### src/sv/lsb_audio_stego_codec_defines.svh
// Assertion macros shared by the LSB audio steganography codec RTL.
// Expects a clock named aclk and an active-low reset named aresetn in scope.
`ifndef LSB_AUDIO_STEGO_CODEC_DEFINES_SVH
`define LSB_AUDIO_STEGO_CODEC_DEFINES_SVH

// Plain property, checked at every rising clock edge outside reset.
`define LSC_ASSERT(label, prop, msg) \
    label: assert property (@(posedge aclk) disable iff (!aresetn) (prop)) \
        else $error(msg);

// Same-cycle implication.
`define LSC_ASSERT_IMPL(label, ante, cons, msg) \
    label: assert property (@(posedge aclk) disable iff (!aresetn) (ante) |-> (cons)) \
        else $error(msg);

// Next-cycle implication.
`define LSC_ASSERT_NEXT(label, ante, cons, msg) \
    label: assert property (@(posedge aclk) disable iff (!aresetn) (ante) |=> (cons)) \
        else $error(msg);

`endif

### src/sv/lsc_pkg.sv
// Package for the LSB audio steganography codec: payload structs, codes and constants.
// No dependencies; imported by lsb_audio_stego_codec.
package lsc_pkg;

    localparam int unsigned HDR_BITS   = 32;
    localparam int unsigned GROUP_BITS = 8;

    // Configuration register indexes.
    localparam logic [1:0] REG_MODE           = 2'd0;
    localparam logic [1:0] REG_SKIP_BYTES     = 2'd1;
    localparam logic [1:0] REG_PAYLOAD_LENGTH = 2'd2;
    localparam logic [1:0] REG_COVER_LENGTH   = 2'd3;

    // Operating modes.
    localparam logic MODE_EMBED   = 1'b0;
    localparam logic MODE_EXTRACT = 1'b1;

    // Result kinds.
    localparam logic [1:0] KIND_COVER   = 2'd0;
    localparam logic [1:0] KIND_PAYLOAD = 2'd1;
    localparam logic [1:0] KIND_LENGTH  = 2'd2;

    localparam logic [15:0] SKIP_BYTES_RESET = 16'd44;

    typedef struct packed {
        logic [7:0] cover_byte;
        logic [7:0] payload_byte;
    } in_item_t;

    typedef struct packed {
        logic [7:0]  out_byte;
        logic [1:0]  out_kind;
        logic [31:0] recovered_length;
        logic        last;
        logic        no_room;
    } out_item_t;

endpackage

### src/sv/lsb_audio_stego_codec.sv
// LSB audio steganography codec, top level; depends on lsc_pkg and on the assertion macros in
// lsb_audio_stego_codec_defines.svh. The block takes one cover-audio byte per transfer and hides
// (mode 0) or recovers (mode 1) one data bit in its least significant bit. When embedding, the
// first skip_bytes bytes pass untouched, the next 32 carry payload_length LSB first, each payload
// byte is then spread over 8 bytes bit 0 first (payload_byte is sampled at the start of each
// group), and the rest passes untouched; if the payload does not fit the cover, only the skip
// bytes come out, flagged no_room, and later transfers give no result. When extracting, the skip
// bytes are dropped, the recovered length is reported once and each rebuilt byte follows, the
// final one marked last. The step logic sits between the input handshake and a single result
// register, so a new transfer is taken in every cycle as long as the result register is empty
// or being drained in that cycle. Results are registered and appear in the cycle after the
// transfer that causes them. Configuration registers are written through cfg_we, cfg_index
// and cfg_wdata and should only change while the stream is idle.

`include "lsb_audio_stego_codec_defines.svh"

module lsb_audio_stego_codec import lsc_pkg::*; (
    input  logic        aclk,
    input  logic        aresetn,

    input  logic        s_valid,
    output logic        s_ready,
    input  in_item_t    s_data,

    output logic        m_valid,
    input  logic        m_ready,
    output out_item_t   m_data,

    input  logic        cfg_we,
    input  logic [1:0]  cfg_index,
    input  logic [31:0] cfg_wdata
);

    // The stream walks through the skip region, the 32-bit length header, the payload groups
    // and finally a tail in which the cover passes through (embed) or is ignored (extract).
    typedef enum logic [1:0] {
        PH_SKIP,
        PH_HDR,
        PH_PAY,
        PH_TAIL
    } phase_t;

    localparam logic [2:0] GROUP_LAST = 3'(GROUP_BITS - 1);

    // Configuration registers.
    logic        mode_reg;
    logic [15:0] skip_bytes_reg;
    logic [31:0] payload_length_reg;
    logic [31:0] cover_length_reg;

    // Stream state.
    phase_t      phase_reg, phase_next;
    logic [31:0] pos_reg, pos_next;
    logic [2:0]  bit_index_reg, bit_index_next;
    logic [7:0]  shift_byte_reg, shift_byte_next;
    logic [31:0] length_word_reg, length_word_next;

    // Result register.
    logic        m_valid_reg;
    out_item_t   m_data_reg;

    // Step logic.
    logic        s_fire;
    logic        room;
    logic [35:0] need;
    logic        in_skip;
    phase_t      phase_eff;
    logic [31:0] pos_eff;
    logic [31:0] pos_inc;
    logic        hdr_done;
    logic [7:0]  sb_embed;
    logic [7:0]  sb_extract;
    logic [31:0] lw_extract;
    logic        step_emit;
    out_item_t   step_res;

    assign s_fire  = s_valid && s_ready;
    // The result register can take a new result when it is empty or drains in this cycle.
    assign s_ready = !m_valid_reg || m_ready;
    assign m_valid = m_valid_reg;
    assign m_data  = m_data_reg;

    // Room check, carried out at full width so that a large length cannot wrap:
    // (4 + length) * 8 + skip must stay below the cover length.
    assign need = {1'b0, payload_length_reg, 3'b000} + 36'(4 * GROUP_BITS)
                + {20'd0, skip_bytes_reg};
    assign room = need < {4'd0, cover_length_reg};

    // Leaving the skip region falls straight through into the first header byte.
    assign in_skip   = (phase_reg == PH_SKIP) && (pos_reg < {16'd0, skip_bytes_reg});
    assign phase_eff = (phase_reg == PH_SKIP) ? PH_HDR : phase_reg;
    assign pos_eff   = (phase_reg == PH_SKIP) ? 32'd0 : pos_reg;
    assign pos_inc   = pos_eff + 32'd1;
    assign hdr_done  = pos_inc >= 32'(HDR_BITS);

    // The payload byte is latched at the start of each group when embedding; when extracting,
    // the shift byte and the length word are cleared at the start of their fields.
    assign sb_embed   = (bit_index_reg == 3'd0) ? s_data.payload_byte : shift_byte_reg;
    assign sb_extract = ((bit_index_reg == 3'd0) ? 8'd0 : shift_byte_reg)
                      | (8'(s_data.cover_byte[0]) << bit_index_reg);
    assign lw_extract = ((pos_eff == 32'd0) ? 32'd0 : length_word_reg)
                      | (32'(s_data.cover_byte[0]) << pos_eff[4:0]);

    always_comb begin
        phase_next       = phase_reg;
        pos_next         = pos_reg;
        bit_index_next   = bit_index_reg;
        shift_byte_next  = shift_byte_reg;
        length_word_next = length_word_reg;
        step_emit        = 1'b0;
        step_res         = '0;
        step_res.out_kind = KIND_COVER;

        if (in_skip) begin
            pos_next = pos_reg + 32'd1;
            if (mode_reg == MODE_EMBED) begin
                step_emit        = 1'b1;
                step_res.out_byte = s_data.cover_byte;
                step_res.no_room  = !room;
            end
        end else begin
            phase_next = phase_eff;
            pos_next   = pos_eff;
            if (mode_reg == MODE_EMBED) begin
                // Without room nothing follows the skip bytes.
                if (room) begin
                    case (phase_eff)
                        PH_HDR: begin
                            step_emit         = 1'b1;
                            step_res.out_byte = {s_data.cover_byte[7:1],
                                                 payload_length_reg[pos_eff[4:0]]};
                            pos_next          = pos_inc;
                            if (hdr_done) begin
                                phase_next     = (payload_length_reg == 32'd0) ? PH_TAIL
                                                                               : PH_PAY;
                                pos_next       = 32'd0;
                                bit_index_next = 3'd0;
                                step_res.last  = (payload_length_reg == 32'd0);
                            end
                        end
                        PH_PAY: begin
                            step_emit = 1'b1;
                            if (pos_eff >= payload_length_reg) begin
                                phase_next        = PH_TAIL;
                                step_res.out_byte = s_data.cover_byte;
                            end else begin
                                shift_byte_next   = sb_embed;
                                step_res.out_byte = {s_data.cover_byte[7:1],
                                                     sb_embed[bit_index_reg]};
                                if (bit_index_reg == GROUP_LAST) begin
                                    bit_index_next = 3'd0;
                                    pos_next       = pos_inc;
                                    if (pos_inc >= payload_length_reg) begin
                                        step_res.last = 1'b1;
                                        phase_next    = PH_TAIL;
                                    end
                                end else begin
                                    bit_index_next = bit_index_reg + 3'd1;
                                end
                            end
                        end
                        default: begin
                            step_emit         = 1'b1;
                            step_res.out_byte = s_data.cover_byte;
                        end
                    endcase
                end
            end else begin
                case (phase_eff)
                    PH_HDR: begin
                        length_word_next = lw_extract;
                        pos_next         = pos_inc;
                        if (hdr_done) begin
                            phase_next                = (lw_extract == 32'd0) ? PH_TAIL : PH_PAY;
                            pos_next                  = 32'd0;
                            bit_index_next            = 3'd0;
                            step_emit                 = 1'b1;
                            step_res.out_kind         = KIND_LENGTH;
                            step_res.recovered_length = lw_extract;
                        end
                    end
                    PH_PAY: begin
                        if (pos_eff >= length_word_reg) begin
                            phase_next = PH_TAIL;
                        end else begin
                            shift_byte_next = sb_extract;
                            if (bit_index_reg != GROUP_LAST) begin
                                bit_index_next = bit_index_reg + 3'd1;
                            end else begin
                                bit_index_next    = 3'd0;
                                pos_next          = pos_inc;
                                step_emit         = 1'b1;
                                step_res.out_kind = KIND_PAYLOAD;
                                step_res.out_byte = sb_extract;
                                if (pos_inc >= length_word_reg) begin
                                    step_res.last = 1'b1;
                                    phase_next    = PH_TAIL;
                                end
                            end
                        end
                    end
                    default: begin
                        // After extraction every further cover byte is dropped.
                    end
                endcase
            end
        end
    end

    // Configuration registers.
    always_ff @(posedge aclk) begin
        if (!aresetn) begin
            mode_reg           <= MODE_EMBED;
            skip_bytes_reg     <= SKIP_BYTES_RESET;
            payload_length_reg <= 32'd0;
            cover_length_reg   <= 32'd0;
        end else if (cfg_we) begin
            case (cfg_index)
                REG_MODE:           mode_reg           <= cfg_wdata[0];
                REG_SKIP_BYTES:     skip_bytes_reg     <= cfg_wdata[15:0];
                REG_PAYLOAD_LENGTH: payload_length_reg <= cfg_wdata;
                REG_COVER_LENGTH:   cover_length_reg   <= cfg_wdata;
                default: begin
                end
            endcase
        end
    end

    // Stream state moves on once per input transfer.
    always_ff @(posedge aclk) begin
        if (!aresetn) begin
            phase_reg       <= PH_SKIP;
            pos_reg         <= 32'd0;
            bit_index_reg   <= 3'd0;
            shift_byte_reg  <= 8'd0;
            length_word_reg <= 32'd0;
        end else if (s_fire) begin
            phase_reg       <= phase_next;
            pos_reg         <= pos_next;
            bit_index_reg   <= bit_index_next;
            shift_byte_reg  <= shift_byte_next;
            length_word_reg <= length_word_next;
        end
    end

    // Result register: loaded on a transfer that yields a result, emptied when taken.
    always_ff @(posedge aclk) begin
        if (!aresetn) begin
            m_valid_reg <= 1'b0;
        end else if (s_fire) begin
            m_valid_reg <= step_emit;
        end else if (m_ready) begin
            m_valid_reg <= 1'b0;
        end
    end

    always_ff @(posedge aclk) begin
        if (s_fire && step_emit) begin
            m_data_reg <= step_res;
        end
    end

    `LSC_ASSERT_IMPL(a_hdr_pos_bound, phase_reg == PH_HDR, pos_reg < 32'(HDR_BITS),
        "header position ran past the length field")
    `LSC_ASSERT_NEXT(a_extract_tail_silent,
        s_fire && (mode_reg == MODE_EXTRACT) && (phase_reg == PH_TAIL), !m_valid_reg,
        "result produced after extraction finished")
    `LSC_ASSERT_NEXT(a_embed_keeps_msbs, s_fire && (mode_reg == MODE_EMBED) && step_emit,
        m_data_reg.out_byte[7:1] == $past(s_data.cover_byte[7:1]),
        "embedding altered bits above the LSB")
    `LSC_ASSERT_IMPL(a_length_report_clean,
        m_valid_reg && (m_data_reg.out_kind == KIND_LENGTH),
        !m_data_reg.last && (m_data_reg.out_byte == 8'd0) && !m_data_reg.no_room,
        "length report carries stray fields")

endmodule

### config.mk
export PLATFORM = sky130hd
export DESIGN_NAME = lsb_audio_stego_codec
export DESIGN_NICKNAME = d
export VERILOG_FILES = /design/src/sv/lsc_pkg.sv /design/src/sv/lsb_audio_stego_codec.sv
export VERILOG_INCLUDE_DIRS = /design/src /design/src/sv
export SDC_FILE = /design/constraint.sdc
export NUM_CORES = 1
export LEC_CHECK = 0
export BUFFER_PORTS_ARGS = -buffer_cell sky130_fd_sc_hd__buf_2
export CAP_MARGIN = 30
export CORE_UTILIZATION = 56
export DETAILED_ROUTE_END_ITERATION = 10
export PLACE_DENSITY_LB_ADDON = 0.12
export SYNTH_ARGS = -nofsm -noshare
export SYNTH_HDL_FRONTEND = slang
export SYNTH_SLANG_ARGS = --single-unit
### constraint.sdc
create_clock -name aclk -period 7.5 [get_ports aclk]
set_input_delay 1.5 -clock aclk [delete_from_list [all_inputs] [get_ports aclk]]
set_output_delay 1.5 -clock aclk [all_outputs]
set_load 0.01 [all_outputs]
# Word level (Yosys, flattened, before mapping)
# Index checks and enable logic that the tools add are counted.
[totals]
register_bits = 203
wordCells = 154
rom_bits = 0
latch_bits = 0
n_memories = 0
ramBits = 0
output_inout_bits = 46
in_bits = 55
[classes]
n_addsub = 5
reduce_logical = 26
bitwise = 6
n_shift = 2
div_mod_pow = 0
order_cmp = 9
n_mul = 0
muxes = 80
n_eq_ne = 11
[op_table]
columns = ["cell", "count"]
rows = [
  ["$mux 32", 10],
  ["$ge 32x32->1", 4],
  ["$pmux 32 s2", 2],
  ["$mux 8", 13],
  ["$logic_not 32->1", 3],
  ["$add 32x1->32 const B", 2],
  ["$add 35x6->36 const B", 1],
  ["$add 36x16->36", 1],
  ["$lt 36x32->1", 1],
  ["$mux 34", 1],
  ["$ge 32x6->1 const B", 1],
  ["$lt 32x16->1", 1],
  ["$or 32x32->32", 1],
  ["$shl 1x5->32", 1],
  ["$mux 1", 24],
  ["$mux 2", 11],
  ["$mux 3", 7],
  ["$mux 10", 2],
  ["$pmux 2 s2", 3],
  ["$pmux 3 s2", 2],
  ["$reduce_and 6->1", 2],
  ["$reduce_and 2->1", 5],
  ["$ne 3x3->1 const B", 3],
  ["$or 8x8->8", 1],
  ["other kinds (21)", 37],
]

# Logic depth before layout (Yosys ltp)
[depth]
depth_word = 10
ltp_mapped = 24
depth_no_buf = 23

# Worst setup path before layout
# Ideal clock, no wire load.
[synth_path]
path_kind = "reg-to-reg"
from = "register payload_length_reg[2]"
to = "register m_data_reg, in the netlist m_data[0], enable pin"
required_ns = 7.028
stages_incl_launch_ff = 23
path_buffers = 1
setup_ns = 0.472
slack_ns = 0.143
synth_period_minus_slack_ns = 7.357
arrival_time_ns = 6.885
cell_sequence = "dfxtp_1 -> inv_1 -> ha_1 -> inv_1 -> ha_1 -> a211oi_1 -> nor3_1 -> o21ai_0 -> a31oi_1 -> nor3b_1 -> nand2_1 -> xnor2_1 -> ha_1 -> a211oi_1 -> nor2_1 -> a2111oi_0 -> o211ai_1 -> mux2i_1 -> nand2_1 -> nor2_1 -> clkbuf_1 -> o21ai_0 -> a31oi_1"
[synth_via]
elab_chain_len = 7
[synth_rtl]
columns = ["item", "line", "rtl"]
rows = [
  ["start: declaration", "lsb_audio_stego_codec.sv:48", "logic [31:0] payload_length_reg;"],
  ["start signal: assignment", "lsb_audio_stego_codec.sv:221", "REG_PAYLOAD_LENGTH: payload_length_reg <= cfg_wdata;"],
  ["$add 35x6->36", "lsb_audio_stego_codec.sv:85", "assign need = {1'b0, payload_length_reg, 3'b000} + 36'(4 * GROUP_BITS)"],
  ["$add 36x16->36", "lsb_audio_stego_codec.sv:86", "+ {20'd0, skip_bytes_reg};"],
  ["$lt 36x32->1", "lsb_audio_stego_codec.sv:87", "assign room = need < {4'd0, cover_length_reg};"],
  ["$mux 1", "lsb_audio_stego_codec.sv:126", "if (room) begin"],
  ["$mux 1", "lsb_audio_stego_codec.sv:124", "if (mode_reg == MODE_EMBED) begin"],
  ["$mux 1", "lsb_audio_stego_codec.sv:114", "if (in_skip) begin"],
  ["$logic_and 1x1->1", "lsb_audio_stego_codec.sv:258", "if (s_fire && step_emit) begin"],
  ["end signal: assignment", "lsb_audio_stego_codec.sv:259", "m_data_reg <= step_res;"],
  ["end: declaration", "lsb_audio_stego_codec.sv:60", "out_item_t m_data_reg;"],
]
# No other way between the ends.
# A chain may end at the register's enable or synchronous reset.

# Final worst setup path
[layout_path]
from = "register payload_length_reg[2]"
to = "register m_data_reg, in the netlist m_data[16], enable pin"
# Same word-level chain as after synthesis.

==> results by group <==
Floorplan
  – Chip height: 170 microns
  – Core Rows: 60
  – Initial cell density of the core: 0.577
  – Die footprint: 28,800 sq um
  – # IOs: 101
  – Core area: 27,300 sq um
  – DIE WIDTH: 170 microns

Power and ir drop
  – Switching part of the total: 0.397
  – Power share of the clock group: 0.291
  – Sequential group share of total power: 0.325
  – P_leak: 6.87 nW
  – PwrDens: 243 nW/um^2
  – Worst VDD drop: 0.228 mV
  – Total power: 4.21 mW
  – Combinational Power Share: 0.385
  – Internal power: 2.54 mW
  – Switch Pwr: 1.67 mW

Logic synthesis
  – EDFF count, synth: 44
  – Mapped cell area: 15,700 sq um
  – Yosys warnings: 0
  – Yosys top cell by area: dfxtp_1
  – Ys async rst share: 0
  – Mapped Cells: 2,001
  – Post-synth top flop: dfxtp_1
  – Synth area leaders: dfxtp_1 20%, ha_1 16%, edfxtp_1 8.4%, nand2_1 6.2%, a21oi_1 5.4%
  – Seq cells post-synth: 203
  – Synth unique cells: 75
  – Syn_nets: 2,264
  – Most frequent cell after synthesis: nand2_1
  – Area share of the largest cell type after synthesis: 0.202
  – Mean Syn Cell Area: 7.86 sq um
  – Seq/Total Area, Yosys: 0.286
  – Synth top cells by count: 259 x nand2_1, 207 x ha_1, 183 x nor2_1

GRT
  – Vias in the first global route: 14.6k
  – Total GRT Usage: 0.357
  – Pin count of the biggest net entering global routing: 74
  – Initial antenna violation count: 0
  – First-pass GRT wire length: 80,500 microns
  – Gr ovfl total: 0

Placement
  – Buffers on Ports: 100
  – DP HPWL: 38,800 microns
  – Placed instance area: 16,500 sq um
  – Final Wtd Congestion: 1.01

Final layout
  – Nets@finish: 2,304
  – Layout area overhead: 10.2%
  – Largest register FFs: 44
  – Share of post-route cells with drive strength above 1: 0.102
  – Antenna diodes: 0
  – Final Instance Area: 17,300 sq um

Worst setup path
  – Worst Path Arrival: 6.94 ns
  – R2R depth: 23
  – Startpoint Class: register
  – R2R setup slack: 0.78 ns
  – CP required: 7.72 ns
  – Crit. End Element: register
  – Worst-path fanout max: 33
  – Setup CP Type: register to register

Timing
  – Setup violators final: 0
  – Final min period: 6.72 ns
  – Fin. Hold Viols: 0
  – Worst-case clock skew: 0.0158 ns
  – Fmax achieved: 149 MHz
  – Slew Viols, Final: 0
  – RSZ-0062 raised after global routing: no
  – Worst-margin pin slew: 1.10 ns
  – Rel. slew slack: 0.256
  – Setup_tns: 0 ns
  – Tcrit/Tclk final: 0.896

Min path
  – Hold depth: 2
  – Hold Path Class: register to register

Drt
  – Final wirelength: 51,800 microns
  – DRC violation count after routing: 0
  – Vias: 15.7k
  – DRT iter0 DRCs: 1,995
  – Drt pass-1 iters: 7
  – Post-route ant nets: 0
  – Vias per cell: 6.45
  – Avg WL per Cell: 21.3 microns

Clock network
  – Post-CTS Resized: 0
  – Number of setup buffers added after CTS: 0
  – Skew-Pair Late Insertion Delay: 0.54 ns
  – Sink Count: 203
  – Clk slew on worst S/H paths: 0.06 ns
  – CTS Root Cell: clkbuf_16
  – # hold bufs at CTS: 0
  – CTS tree: yes
  – CTS max path bufs: 3
  – H-tree depth: 1
  – Cts bufs inserted: 24

Run
  – Max-cap violations: 0

Run status
  – Status: finished, final reports clean
-- cells in the final DEF (no fill, tap or decap), types with 24 or more instances in the layout --
cell	count
inv_1	148
nand4_1	47
o21ai_0	68
nor4_1	29
nor3_1	43
edfxtp_1	44
dfxtp_1	159
and2_1	27
clkbuf_16	25
ha_1	207
a21o_1	33
xnor2_1	37
a211oi_1	24
nor2_1	181
buf_4	29
nand2_1	259
a21oi_1	169
a31oi_1	24
nand3_1	38
buf_2	101
a22oi_1	63
-- per-stage QoR --
step / std cells / setup WS [ns] / util / hold slack (ns)
final: 2431 / 0.780 / 0.636 / 0.454
after detailed placement: 2387 / 1.00 / 0.606 / 0.446
after global placement: 2386 / 1.17 / 0.606 / 0.442
after global routing: 2431 / 0.234 / 0.636 / 0.472
after CTS: 2431 / 0.967 / 0.636 / 0.454
after floorplan: 2001 / 0.143 / - / 0.432
-- power by group through the flow --
stage	clock, mW	sequential [mW]	combinational (mW)
floorplan	0	1.40	0.991
global placement	0	1.39	1.54
detailed placement	0	1.39	1.56
CTS	1.24	1.36	1.57
global route	1.27	1.38	1.75
finish	1.22	1.37	1.62
-- critical path, cell delays in order, from the launching register on --
cell       delay [ns]
dfxtp_1          0.35
inv_1            0.10
ha_1             0.34
inv_1            0.06
ha_1             0.29
a211oi_1         0.10
nor3_1           0.40
o21ai_0          0.25
a31oi_1          0.51
nor3b_1          0.51
nand2_1          0.13
xnor2_1          0.15
ha_1             0.30
a211oi_1         0.25
nor2_1           0.07
a2111oi_0        0.73
o211ai_1         0.15
mux2i_1          0.18
nand2_1          0.21
nor2_1           0.15
buf_4            0.21
o21ai_0          0.17
a31oi_4          0.49
buf_12           0.26
-- routing by layer --
metal / wire length (microns) / track usage / share of wire
met1: 22400 / 0.486 / 0.43
met2: 22800 / 0.560 / 0.44
met3: 4440 / 0.0567 / 0.086
met4: 2130 / 0.149 / 0.041
met5: 0 / 0 / 0
-- kinds of logic (layout without fill, tap and decap cells) --
| group | count (synthesis) | in the layout | synth area share |
|---|---|---|---|
| buffers and inverters | 270 | 328 | 0.0656 |
| xor gates and xnor gates | 49 | 49 | 0.0273 |
| DFF | 203 | 203 | 0.286 |
| adders and majority gates | 208 | 208 | 0.166 |
| muxes | 19 | 19 | 0.0150 |
| and+or+nand+nor | 714 | 714 | 0.213 |
| AOI/OAI and AO/OA | 538 | 538 | 0.226 |
-- worst paths after layout --
check,startpoint,to
hold / removal,cover_length_reg[2],cover_length_reg[2]
setup reg to reg,payload_length_reg[2],m_data[16]
hold reg to reg,cover_length_reg[2],cover_length_reg[2]
setup / recovery,payload_length_reg[2],m_data[16]
-- area by class of cell --
type | count | area (sq um)
Clock buffer | 29 | 661
Clock inverter | 15 | 158
Fill cell | 2488 | 9920
Inverter | 153 | 577
Multi-Input combinational cell | 1528 | 10200
Sequential cell | 203 | 4500
Tap cell | 372 | 465
Timing Repair Buffer | 131 | 743
(Power assumes the default switching activity.)
